File: config.mk
export PLATFORM = sky130hd
export DESIGN_NAME = ssmmg_cell
export DESIGN_NICKNAME = d
export VERILOG_FILES = /design/src/rtl/ssmmg_pkg.sv /design/src/rtl/ssmmg_cell.sv
export SDC_FILE = /design/constraint.sdc
export NUM_CORES = 1
export LEC_CHECK = 0
export BUFFER_PORTS_ARGS = -buffer_cell sky130_fd_sc_hd__buf_2
export CORE_ASPECT_RATIO = 1.5
export CORE_MARGIN = 1.5
export CORE_UTILIZATION = 57
export DETAILED_ROUTE_END_ITERATION = 8
export GPL_TIMING_DRIVEN = 0
export PLACE_DENSITY = 0.91
export SYNTH_ARGS = -nofsm -noshare
export SYNTH_HDL_FRONTEND = slang
export SYNTH_SLANG_ARGS = --single-unit
File: constraint.sdc
create_clock -name i_clk -period 9.39 [get_ports i_clk]
set_input_delay 0.4695 -clock i_clk [delete_from_list [all_inputs] [get_ports i_clk]]
set_output_delay 0.4695 -clock i_clk [all_outputs]
set_load 0.1 [all_outputs]
File: src/rtl/ssmmg_pkg.sv
package ssmmg_pkg;

    localparam int CAPACITY = 64;
    localparam int VAL_W    = 32;
    localparam int CAP_W    = 7;
    localparam int CNT_W    = $clog2(CAPACITY + 1);
    localparam int CMP_W    = (CNT_W > CAP_W) ? CNT_W : CAP_W;
    localparam int STAT_W   = 2;

    typedef enum logic [STAT_W-1:0] {
        ST_INSERTED  = 2'd0,
        ST_DUPLICATE = 2'd1,
        ST_FULL      = 2'd2
    } t_status;

    typedef struct packed {
        logic cmp;
        logic ins;
        logic gap;
    } t_cell_ctl;

endpackage

File: src/rtl/ssmmg_cell.sv
module ssmmg_cell (
    input  logic                              i_clk,
    input  logic                              i_rst_n,
    input  ssmmg_pkg::t_cell_ctl              i_ctl,
    input  logic [ssmmg_pkg::VAL_W-1:0]       i_key,
    input  logic                              i_head,
    input  logic [ssmmg_pkg::VAL_W-1:0]       i_left_val,
    input  logic                              i_left_occ,
    input  logic                              i_left_shift,
    input  logic [ssmmg_pkg::VAL_W-1:0]       i_right_val,
    input  logic                              i_right_occ,
    output logic [ssmmg_pkg::VAL_W-1:0]       o_val,
    output logic                              o_occ,
    output logic                              o_shift,
    output logic                              o_eq,
    output logic [ssmmg_pkg::VAL_W-1:0]       o_cand,
    output logic [ssmmg_pkg::VAL_W-1:0]       o_tail
);

    logic [ssmmg_pkg::VAL_W-1:0] r_val;
    logic                        r_occ;
    logic                        r_new;
    logic                        r_gt;
    logic                        r_eq;
    logic [ssmmg_pkg::VAL_W-1:0] r_cand;
    logic [ssmmg_pkg::VAL_W-1:0] r_tail;

    logic                        w_place;
    logic [ssmmg_pkg::VAL_W-1:0] w_lgap;
    logic [ssmmg_pkg::VAL_W-1:0] w_rgap;

    assign w_place = r_gt && !i_left_shift && (i_left_occ || i_head);
    assign w_lgap  = i_left_occ  ? (r_val - i_left_val) : '1;
    assign w_rgap  = i_right_occ ? (i_right_val - r_val) : '1;

    always_ff @(posedge i_clk) begin
        if (!i_rst_n) begin
            r_occ <= 1'b0;
            r_new <= 1'b0;
            r_gt  <= 1'b0;
            r_eq  <= 1'b0;
        end else begin
            if (i_ctl.cmp) begin
                r_gt <= !r_occ || ($signed(r_val) > $signed(i_key));
                r_eq <= r_occ && (r_val == i_key);
            end
            if (i_ctl.ins) begin
                if (i_left_shift) begin
                    r_val <= i_left_val;
                    r_occ <= 1'b1;
                    r_new <= 1'b0;
                end else if (w_place) begin
                    r_val <= i_key;
                    r_occ <= 1'b1;
                    r_new <= 1'b1;
                end else begin
                    r_new <= 1'b0;
                end
            end
        end
    end

    always_ff @(posedge i_clk) begin
        if (i_ctl.gap) begin
            r_cand <= r_new ? ((w_lgap < w_rgap) ? w_lgap : w_rgap) : '0;
            r_tail <= (r_occ && !i_right_occ) ? r_val : '0;
        end
    end

    assign o_val   = r_val;
    assign o_occ   = r_occ;
    assign o_shift = r_occ && r_gt;
    assign o_eq    = r_eq;
    assign o_cand  = r_cand;
    assign o_tail  = r_tail;

endmodule

==> impl_metrics.yaml, run 1 <==
status:
  status: "finished, final reports clean"
synth:
  syn_area_sq_um: 9310
  ys_async_sr_fraction_pct: 0
  synth_edf_count: 96
  syn_avg_cell_area_sq_um: 8.67
  yosysTopAreaCell: "edfxtp_1"
  ys_types: 66
  yosysWarnings: 0
  synth_flop_cell: "edfxtp_1"
  synth_cells: 1074
  synth_top_family_by_area: "compound AO/OA/AOI/OAI gates"
  synth_top_area_share_pct: 31.0
  synth_seq_cells: 100
  synthMuxAreaShare_pct: 0.121
  synth_compound_area_share_pct: 21.8
  yosysSeqAreaShare_pct: 31.8
  yosys.area_share.simple_pct: 17.7
  syn_nets: 1306
  synth_area_leaders: "edfxtp_1 (31%), ha_1 (17%), a21oi_1 (4.7%)"
  synth_fa_ha_area_share_pct: 17.2
  synth-xor-area-share_pct: 4.89
power_and_ir_drop:
  p_per_area_nw_per_um2: 144
  p_leak_nw: 5.14
  clockPowerShare_pct: 24.6
  p_switching_mw: 0.662
  cell_internal_pwr_mw: 0.908
  seqPwrFrac_pct: 33.6
  switching_share_pct: 42.2
  peakVddDrop_mv: 0.105
  comb_power_share_pct: 41.8
route:
  wl_per_cell_microns: 18.1
  ant_nets: 0
  via_count: 8883
  drt-vias-per-instance: 5.92
  drt_first_pass_iters: 5
  drt_iter0_drc: 560
  route.detailed.drc: 0
  routed_wl_microns: 27200
place:
  finalWeightedCongestion: 0.957
  placed_cells: 1482
  port_buffers: 202
  dpl_worst_slack_ps: 3640
  dpl.hpwl_microns: 21900
floorplan:
  rows: 57
  initial_core_util_pct: 57.8
  die_y_microns: 160
  dieArea_sq_um: 17100
  io_pins: 204
  die_w_microns: 107
  core_area_sq_um: 16100
global_route:
  grt_pass1_wl_microns: 42600
  track_usage_pct: 31.7
  grt_pass1_vias: 8848
  grt_max_degree: 65
  antenna_found_initial: 3
  grt.overflow.total: 0
final_layout:
  area_growth_pct: 16.8
  fin_cells: 1501
  final_util_pct: 67.5
  filler_cell_count: 1342
  nets: 1519
  layout-drive-gt1-share_pct: 18.7
sta:
  worst_slew_pin_slew_ps: 1310
  finalMaxSlewViolations: 0
  fin_ws_ps: 3500
  hold_viol_final: 0
  final.setup_skew_ps: 10.2
  slew_headroom_pct: 12.6
  min_period_over_period_pct: 62.8
  fin_crit_ps: 5890
  rsz0062_at_grt: "no"
  max_freq_mhz: 170
  setup-tns-final_ps: 0
  setup_violations: 0
cts:
  clock_path_buffers: 2
  hold_buffers: 0
  cts_resized: 0
  cts.clk_slew.worst_paths_ps: 80
  root_buffer: "clkbuf_16"
  ctsHtreeMaxLevel: 3
  cts_tree: "done"
  cts_setup_buffers: 0
  cts_buffers: 9
  cts.sink_count: 100
  clock_latency_ps: 370
worst_hold_path:
  hp-class: "in2reg"
worst_setup_path:
  path_max_fanout: 10
  crit_type: "reg2reg"
  reg2reg_slack_ps: 3500
  startpoint_type: "flip-flop"
  cp-end-kind: "flip-flop"
  crit_required_ps: 9570
  crit_arrival_ps: 6070
flow_run:
  maxCapViolCount: 0
==> worst paths after layout <==
path                      startpoint                       to  depth (start not counted)
setup reg to reg  o_val[0]$_DFFE_PP_  o_cand[8]$_SDFFCE_PN0P_                         22
hold reg to reg   o_occ$_SDFFE_PN0P_       o_occ$_SDFFE_PN0P_                          1
hold / removal               i_rst_n        o_eq$_SDFFE_PN0P_                          2
setup / recovery  o_val[0]$_DFFE_PP_  o_cand[8]$_SDFFCE_PN0P_                         22
==> layout make-up <==
cell class / instances / area (sq um) / share of cell area, %
Multi-Input combinational cell: 820 / 5750 / 52.8
Sequential cell: 100 / 2960 / 27.2
Timing Repair Buffer: 202 / 1010 / 9.32
Inverter: 114 / 428 / 3.93
Tap cell: 206 / 258 / 2.37
Clock buffer: 10 / 229 / 2.10
Buffer: 40 / 174 / 1.60
Clock inverter: 6 / 57.6 / 0.529
Antenna cell: 3 / 7.51 / 0.0690
==> flip-flops by register name, summed over array words and instances (netlist names) <==
signal / count
r_new: 1
o_eq: 1
o_val: 32
o_occ: 1
r_gt: 1
o_tail: 32
o_cand: 32
==> cell families after synthesis <==
| kind of cell | count (synthesis) |
|---|---|
| DFF | 100 |
| and+or+nand+nor | 324 |
| buffers and inverters | 154 |
| adders and majority gates | 127 |
| xor gates and xnor gates | 52 |
| muxes | 1 |
| AOI/OAI and AO/OA | 316 |
==> through the flow <==
stage          hold slack [ps]  cell area [sq um]  power (mW)
6_report                   392              10900        1.57
5_1_grt                    400              10900        1.63
4_1_cts                    392              10900        1.56
3_5_place_dp               534              10600        1.18
3_3_place_gp               493              10600        1.17
2_1_floorplan              575               9310        1.02
==> power groups by stage <==
| stage | clock (mW) | combinational (mW) | sequential [mW] |
|---|---|---|---|
| CTS | 0.382 | 0.646 | 0.527 |
| global placement | 0 | 0.631 | 0.536 |
| floorplan | 0 | 0.343 | 0.681 |
| global route | 0.393 | 0.710 | 0.530 |
| detailed placement | 0 | 0.643 | 0.537 |
| finish | 0.386 | 0.656 | 0.527 |
==> per-layer routing <==
metal  GRT usage (%)  up-vias  share of wire [%]
li1                -     4301                  -
met1            38.0     4076                 39
met2            55.3      421                 50
met3            3.85       85                6.7
met4            16.0        0                4.5
met5               0        -                  0
==> synth_stat cells (7+ instances only) <==
cell,number
nor2_1,54
buf_2,7
o211ai_1,7
a21oi_1,87
nand2b_1,13
nor3_1,21
xor2_1,21
a21o_1,24
a211oi_1,18
nor2b_1,23
nand3_1,15
and3_1,10
or3_1,8
o21a_1,19
clkbuf_1,31
nand2_1,94
o21bai_1,13
xnor2_1,31
edfxtp_1,96
inv_1,113
and2_1,42
o21ai_0,82
ha_1,125
nand4_1,21
a31oi_1,8
==> worst max-delay path: stages (launching register included) <==
cell,delay (ps)
edfxtp_1,460
inv_1,150
ha_1,200
inv_1,60
fa_1,420
a211oi_1,430
o21ai_0,250
nand3_1,110
o211ai_1,160
a221oi_1,510
o31a_1,200
xnor2_1,110
nand2b_1,170
ha_1,320
and4_1,160
a2111oi_0,400
a21oi_1,170
nor3_4,470
and2_4,260
buf_6,140
inv_2,50
buf_2,190
a211oi_1,290
==> cell usage in the layout, fill, tap and decap left out, types with 6 or more instances in the layout <==
master | synthesis | routed
buf_2 | 7 | 208
ha_1 | 125 | 125
inv_1 | 113 | 113
edfxtp_1 | 96 | 96
nand2_1 | 94 | 94
a21oi_1 | 87 | 87
o21ai_0 | 82 | 82
nor2_1 | 54 | 54
and2_1 | 42 | 42
clkbuf_1 | 31 | 32
xnor2_1 | 31 | 31
a21o_1 | 24 | 24
nor2b_1 | 23 | 23
nand4_1 | 21 | 21
nor3_1 | 21 | 21
xor2_1 | 21 | 21
o21a_1 | 19 | 19
a211oi_1 | 18 | 18
nand3_1 | 15 | 15
nand2b_1 | 13 | 13
o21bai_1 | 13 | 13
and3_1 | 10 | 10
clkbuf_16 | 0 | 9
or3_1 | 8 | 8
a31oi_1 | 8 | 8
o211ai_1 | 7 | 7
a221oi_1 | 6 | 6
No activity file was read; power rests on OpenSTA's default activity.
==> run 2: changes to the inputs <==
--- a/config.mk
+++ b/config.mk
@@ -8,10 +8,10 @@
 export BUFFER_PORTS_ARGS = -buffer_cell sky130_fd_sc_hd__buf_2
 export CORE_ASPECT_RATIO = 1.5
 export CORE_MARGIN = 1.5
-export CORE_UTILIZATION = 57
+export CORE_UTILIZATION = 51
 export DETAILED_ROUTE_END_ITERATION = 8
 export GPL_TIMING_DRIVEN = 0
-export PLACE_DENSITY = 0.91
+export PLACE_DENSITY = 0.87
 export SYNTH_ARGS = -nofsm -noshare
 export SYNTH_HDL_FRONTEND = slang
 export SYNTH_SLANG_ARGS = --single-unit
==> constraint.sdc (replaced) <==
create_clock -name i_clk -period 5.3 [get_ports i_clk]
set_input_delay 0.265 -clock i_clk [delete_from_list [all_inputs] [get_ports i_clk]]
set_output_delay 0.265 -clock i_clk [all_outputs]
set_load 0.1 [all_outputs]
==> run 2 against run 1 <==
Clock skew down 1.5 ps. First-iteration DRC count increased by 10%. Largest power group unchanged. Design area up 2.1%. Critical endpoint is now o_cand[5]$_SDFFCE_PN0P_. Global-route usage decreased by 3.5 points. Sequential cell count unchanged. Die area rose by 11%. Utilization decreased by 5.6 points. Via count up 2.0%. Total power increased by 78%. Wire length increased by 2.5%. Highest routed layer unchanged.
==> impl_metrics.yaml, run 2 (synthesis gave the netlist of run 1 again) <==
sta:
  setup-tns-final_ps: 0
  timing.hold.ws_ps: 156
  final.setup_skew_ps: 8.63
  fin_ws_ps: 184
  max_freq_mhz: 195
  setup_violations: 0
  finalMaxSlewViolations: 0
  slew_headroom_pct: 12.7
  min_period_over_period_pct: 96.5
  hold_viol_final: 0
  worst_slew_pin_slew_ps: 1310
  fin_crit_ps: 5120
worst_setup_path:
  crit_type: "reg2reg"
  crit_arrival_ps: 5210
  startpoint_type: "flip-flop"
  worst-path-stages: 23
  path_max_fanout: 10
  slowest_delay_ps: 510
  cp-end-kind: "flip-flop"
  crit_family: "compound AO/OA/AOI/OAI gates"
  reg2regPathDepth: 23
  crit_top_cell: "nor2_1"
  crit_buf_inv: 5
  worstPathCellList: "buf_4, ha_1, inv_1, fa_1, nand3_1, a211oi_2, nor2_1, o21ai_2, a21oi_1, o31ai_1, o21ai_0, xnor2_1, nor2_1, ha_1, and4_1, nand2_1, or4_1, buf_2, and2_4, buf_6, buf_6, a21oi_1, nor2_1"
  crit_required_ps: 5400
  slowest_stage: "or4_1"
cts:
  cts.clk_slew.worst_paths_ps: 80
  cts_tree: "done"
  clock_path_buffers: 2
  cts_buffers: 9
  hold_buffers: 0
  cts.sink_count: 100
  clock_latency_ps: 370
  root_buffer: "clkbuf_16"
  ctsHtreeMaxLevel: 3
final_layout:
  layout-drive-gt1-share_pct: 21.4
  fin_area_sq_um: 11100
  nets: 1531
  layout_commonest_cell: "buf_2"
  area_growth_pct: 19.3
  layout_common_cells: "buf_2 (207), ha_1 (124), inv_1 (113)"
  filler_cell_count: 1523
route:
  drt-vias-per-instance: 5.95
  drt_iter0_drc: 618
  wl_per_cell_microns: 18.3
  ant_nets: 0
  routed_wl_microns: 27900
  drt_first_pass_iters: 5
  route.detailed.drc: 0
  via_count: 9060
global_route:
  grt_pass1_wl_microns: 42300
  track_usage_pct: 28.3
  grt_max_degree: 65
  grt.overflow.total: 0
  grt_pass1_vias: 8653
  antenna_found_initial: 2
floorplan:
  initial_core_util_pct: 51.9
  core_area_sq_um: 17900
  rows: 60
  dieArea_sq_um: 19100
  die_w_microns: 113
  die_y_microns: 169
  io_pins: 204
place:
  dpl_worst_slack_ps: -447
  port_buffers: 202
  dpl.hpwl_microns: 22300
  finalWeightedCongestion: 0.922
  postPlaceCellArea_sq_um: 10600
power_and_ir_drop:
  total_power_mw: 2.80
  p_per_area_nw_per_um2: 252
  p_leak_nw: 5.23
  peakVddDrop_mv: 0.136
status:
  status: "finished, final reports clean"
worst_hold_path:
  hold-path-cell-count: 2
  hp-class: "in2reg"
flow_run:
  maxCapViolCount: 0
run 2: cell count changes in the layout (fill, tap and decap cells not counted), sizes merged:
cell / previous run / this run
clkinv: 3 / 2
clkbuf: 41 / 40
buf: 211 / 223
inv: 117 / 118
diode: 3 / 2
run 2: timing repair:
action | 4_1_cts | 5_1_grt
setup endpoints to repair | 32 | 32
pin swaps | 2 | 7
resized for setup | 8 | 23
endpoints found under the hold margin | 0 | 0
cloned | 0 | 0
buffers inserted | 2 | 10
run 2: where the power goes:
part	total (mW)	internal (mW)	leakage [nW]	switching [mW]
Sequential	0.933	0.910	0.990	0.0233
Combinational	1.20	0.390	4.10	0.812
Clock	0.665	0.325	0.137	0.340
Total	2.80	1.62	5.23	1.18
run 2: worst paths after layout:
| check | start | endpoint | slack, ps |
|---|---|---|---|
| setup / recovery | o_val[0]$_DFFE_PP_ | o_cand[5]$_SDFFCE_PN0P_ | 180 |
| hold / removal | i_rst_n | o_occ$_SDFFE_PN0P_ | 160 |
| setup reg to reg | o_val[0]$_DFFE_PP_ | o_cand[5]$_SDFFCE_PN0P_ | 180 |
| hold reg to reg | o_occ$_SDFFE_PN0P_ | o_occ$_SDFFE_PN0P_ | 540 |
run 2: worst reg2reg max path, cell delays in order, from the launching register on:
cell,delay (ps)
edfxtp_1,430
buf_4,180
ha_1,190
inv_1,80
fa_1,210
nand3_1,130
a211oi_2,300
nor2_1,130
o21ai_2,260
a21oi_1,170
o31ai_1,300
o21ai_0,170
xnor2_1,230
nor2_1,70
ha_1,310
and4_1,160
nand2_1,90
or4_1,510
buf_2,200
and2_4,190
buf_6,140
buf_6,150
a21oi_1,190
nor2_1,60
run 2: routing by layer:
| layer | share of wire (%) | routed length, microns | up-vias | track usage (%) |
|---|---|---|---|---|
| met2 | 50 | 14000 | 423 | 49.9 |
| met4 | 4.2 | 1190 | 0 | 14.1 |
| met5 | 0 | 0 | - | 0 |
| met1 | 39 | 11000 | 4204 | 33.9 |
| met3 | 6.4 | 1800 | 82 | 3.40 |
| li1 | - | - | 4351 | - |
run 2: layout make-up:
cell class | instances | area, sq um | area share [%]
Inverter | 114 | 428 | 3.85
Buffer | 40 | 180 | 1.62
Clock inverter | 6 | 52.6 | 0.473
Multi-Input combinational cell | 820 | 5880 | 52.9
Timing Repair Buffer | 214 | 1100 | 9.94
Sequential cell | 100 | 2960 | 26.7
Antenna cell | 2 | 5.00 | 0.0451
Tap cell | 217 | 272 | 2.44
Clock buffer | 9 | 225 | 2.03
run 2: stage by stage:
stage / utilization [%] / std cells
after CTS: 60.9 / 1510
after global placement: 59.1 / 1493
after global routing: 61.9 / 1522
final: 61.9 / 1522
after floorplan: - / 1074
after detailed placement: 59.1 / 1493
==> run 3: changes to the inputs <==
--- a/config.mk
+++ b/config.mk
@@ -8,10 +8,10 @@
 export BUFFER_PORTS_ARGS = -buffer_cell sky130_fd_sc_hd__buf_2
 export CORE_ASPECT_RATIO = 1.5
 export CORE_MARGIN = 1.5
-export CORE_UTILIZATION = 51
+export CORE_UTILIZATION = 24
 export DETAILED_ROUTE_END_ITERATION = 8
 export GPL_TIMING_DRIVEN = 0
-export PLACE_DENSITY = 0.87
+export PLACE_DENSITY = 0.5
 export SYNTH_ARGS = -nofsm -noshare
 export SYNTH_HDL_FRONTEND = slang
 export SYNTH_SLANG_ARGS = --single-unit
==> constraint.sdc (replaced) <==
create_clock -name i_clk -period 5.4 [get_ports i_clk]
set_input_delay 0.27 -clock i_clk [delete_from_list [all_inputs] [get_ports i_clk]]
set_output_delay 0.27 -clock i_clk [all_outputs]
set_load 0.1 [all_outputs]
==> run 3 against run 2 <==
Worst hold slack worse by 2.0 ps. Clock power grew 8.7%. Wire length rose by 20%. Sequential power shrank 2%. Maximum frequency decreased by 1.7%. Utilization fell by 32 points. Clock-buffer cell count is the same. Final cell count up 19%. Global-route usage fell by 11 points.
==> impl_metrics.yaml, run 3 (synthesis gave the netlist of run 1 again) <==
power_and_ir_drop:
  peakVddDrop_mv: 0.166
  p_switching_mw: 1.19
  seqPwrFrac_pct: 32.3
  cell_internal_pwr_mw: 1.65
  p_per_area_nw_per_um2: 246
  clockPowerShare_pct: 25.5
  comb_power_share_pct: 42.2
  p_leak_nw: 5.25
  switching_share_pct: 42.0
worst_setup_path:
  crit_type: "reg2reg"
  crit_arrival_ps: 5350
  startpoint_type: "flip-flop"
  path_max_fanout: 9
  crit_required_ps: 5540
  cp-end-kind: "flip-flop"
worst_hold_path:
  hp-class: "in2reg"
sta:
  max_freq_mhz: 192
  final.setup_skew_ps: 8.26
  setup-tns-final_ps: 0
  worst_slew_pin_slew_ps: 963
  finalMaxSlewViolations: 0
  fin_crit_ps: 5200
  setup_violations: 0
  slew_headroom_pct: 35.8
  hold_viol_final: 0
  min_period_over_period_pct: 96.4
floorplan:
  core_area_sq_um: 38300
  io_pins: 204
  dieArea_sq_um: 40000
  initial_core_util_pct: 24.3
  die_w_microns: 164
  die_y_microns: 244
  rows: 88
final_layout:
  nets: 1536
  layout_commonest_cell: "buf_2"
  area_growth_pct: 23.8
  filler_cell_count: 4169
  layout_common_cells: "buf_2 (207), ha_1 (125), inv_1 (113)"
  fin_area_sq_um: 11500
  layout-drive-gt1-share_pct: 21.8
  final_util_pct: 30.1
global_route:
  track_usage_pct: 17.0
  antenna_found_initial: 2
  grt_pass1_wl_microns: 50700
  grt.overflow.total: 0
  grt_pass1_vias: 8918
  grt_max_degree: 65
place:
  port_buffers: 202
  postPlaceCellArea_sq_um: 10900
  finalWeightedCongestion: 0.899
  dpl.hpwl_microns: 28000
cts:
  ctsHtreeMaxLevel: 3
  hold_buffers: 0
  clock_path_buffers: 2
  cts_buffers: 9
  cts.sink_count: 100
  cts.clk_slew.worst_paths_ps: 80
  cts_tree: "done"
  root_buffer: "clkbuf_16"
  clock_latency_ps: 390
route:
  drt-vias-per-instance: 4.79
  routed_wl_microns: 33500
  ant_nets: 0
  route.detailed.drc: 0
  drt_iter0_drc: 379
  via_count: 8653
  drt_first_pass_iters: 5
  wl_per_cell_microns: 18.5
status:
  status: "finished, final reports clean"
flow_run:
  maxCapViolCount: 0
[run 3: cell types whose count changed in the layout (fill, tap and decap cells not counted), sizes merged]
cell and delta:
clkinvlp +2, clkbuf +1, bufinv +1, buf +4
inv -2
[run 3: path summary, 6_finish.rpt]
path | start | to | slack, ps | cells past startpoint
hold reg to reg | o_occ$_SDFFE_PN0P_ | o_occ$_SDFFE_PN0P_ | 540 | 1
hold / removal | i_rst_n | o_eq$_SDFFE_PN0P_ | 150 | 2
setup reg to reg | o_val[0]$_DFFE_PP_ | o_cand[28]$_SDFFCE_PN0P_ | 200 | 21
setup / recovery | o_val[0]$_DFFE_PP_ | o_cand[28]$_SDFFCE_PN0P_ | 200 | 21
[run 3: what timing repair did]
| item | 4_1_cts | 5_1_grt |
|---|---|---|
| pin swaps | 3 | 10 |
| setup buffers | 8 | 9 |
| gates resized for setup | 11 | 22 |
| endpoints found under the setup margin | 32 | 32 |
[run 3: power groups by stage]
stage / combinational, mW / sequential, mW / clock, mW
floorplan: 0.597 / 1.19 / 0
global placement: 1.15 / 0.938 / 0
detailed placement: 1.16 / 0.938 / 0
CTS: 1.18 / 0.919 / 0.742
global route: 1.31 / 0.921 / 0.764
finish: 1.20 / 0.916 / 0.723
[run 3: through the flow]
stage / instances / total power, mW / hold WS [ps] / worst slack [ps]
3_5_place_dp: 1771 / 2.09 / 520 / -513
5_1_grt: 1806 / 2.99 / 154 / -40.0
4_1_cts: 1795 / 2.84 / 135 / 28.7
6_report: 1806 / 2.84 / 154 / 197
2_1_floorplan: 1074 / 1.78 / 382 / 92.6
3_3_place_gp: 1771 / 2.09 / 511 / -510
[run 3: layout make-up]
type / instances / area (sq um) / area share (%)
Tap cell: 495 / 619 / 5.37
Antenna cell: 2 / 5.00 / 0.0434
Timing Repair Buffer: 219 / 1140 / 9.89
Clock inverter: 7 / 85.1 / 0.738
Clock buffer: 9 / 225 / 1.95
Inverter: 114 / 428 / 3.71
Multi-Input combinational cell: 820 / 5890 / 51.1
Sequential cell: 100 / 2960 / 25.7
Buffer: 40 / 176 / 1.53
[run 3: critical path, stage by stage (launching register included)]
cell and delay [ps]:
edfxtp_1 420, buf_4 170, ha_1 200, inv_1 70, fa_1 210, nand3_1 120, a211oi_2 350, nor2_1 160
o21ai_2 280, a21oi_1 170, o31ai_2 260, o21ai_0 160, xnor2_1 240, nor2_1 70, ha_1 310, and4_1 170
nand2_1 100, or4_1 520, buf_2 210, and2_4 190, nand2b_2 250, o221a_2 330
[run 3: routing by layer]
metal | GRT usage, % | vias to the layer above | wire [microns]
li1 | - | 4351 | -
met1 | 18.4 | 4067 | 13400
met2 | 32.4 | 182 | 17900
met3 | 2.88 | 53 | 1180
met4 | 6.44 | 0 | 1020
met5 | 0 | - | 0
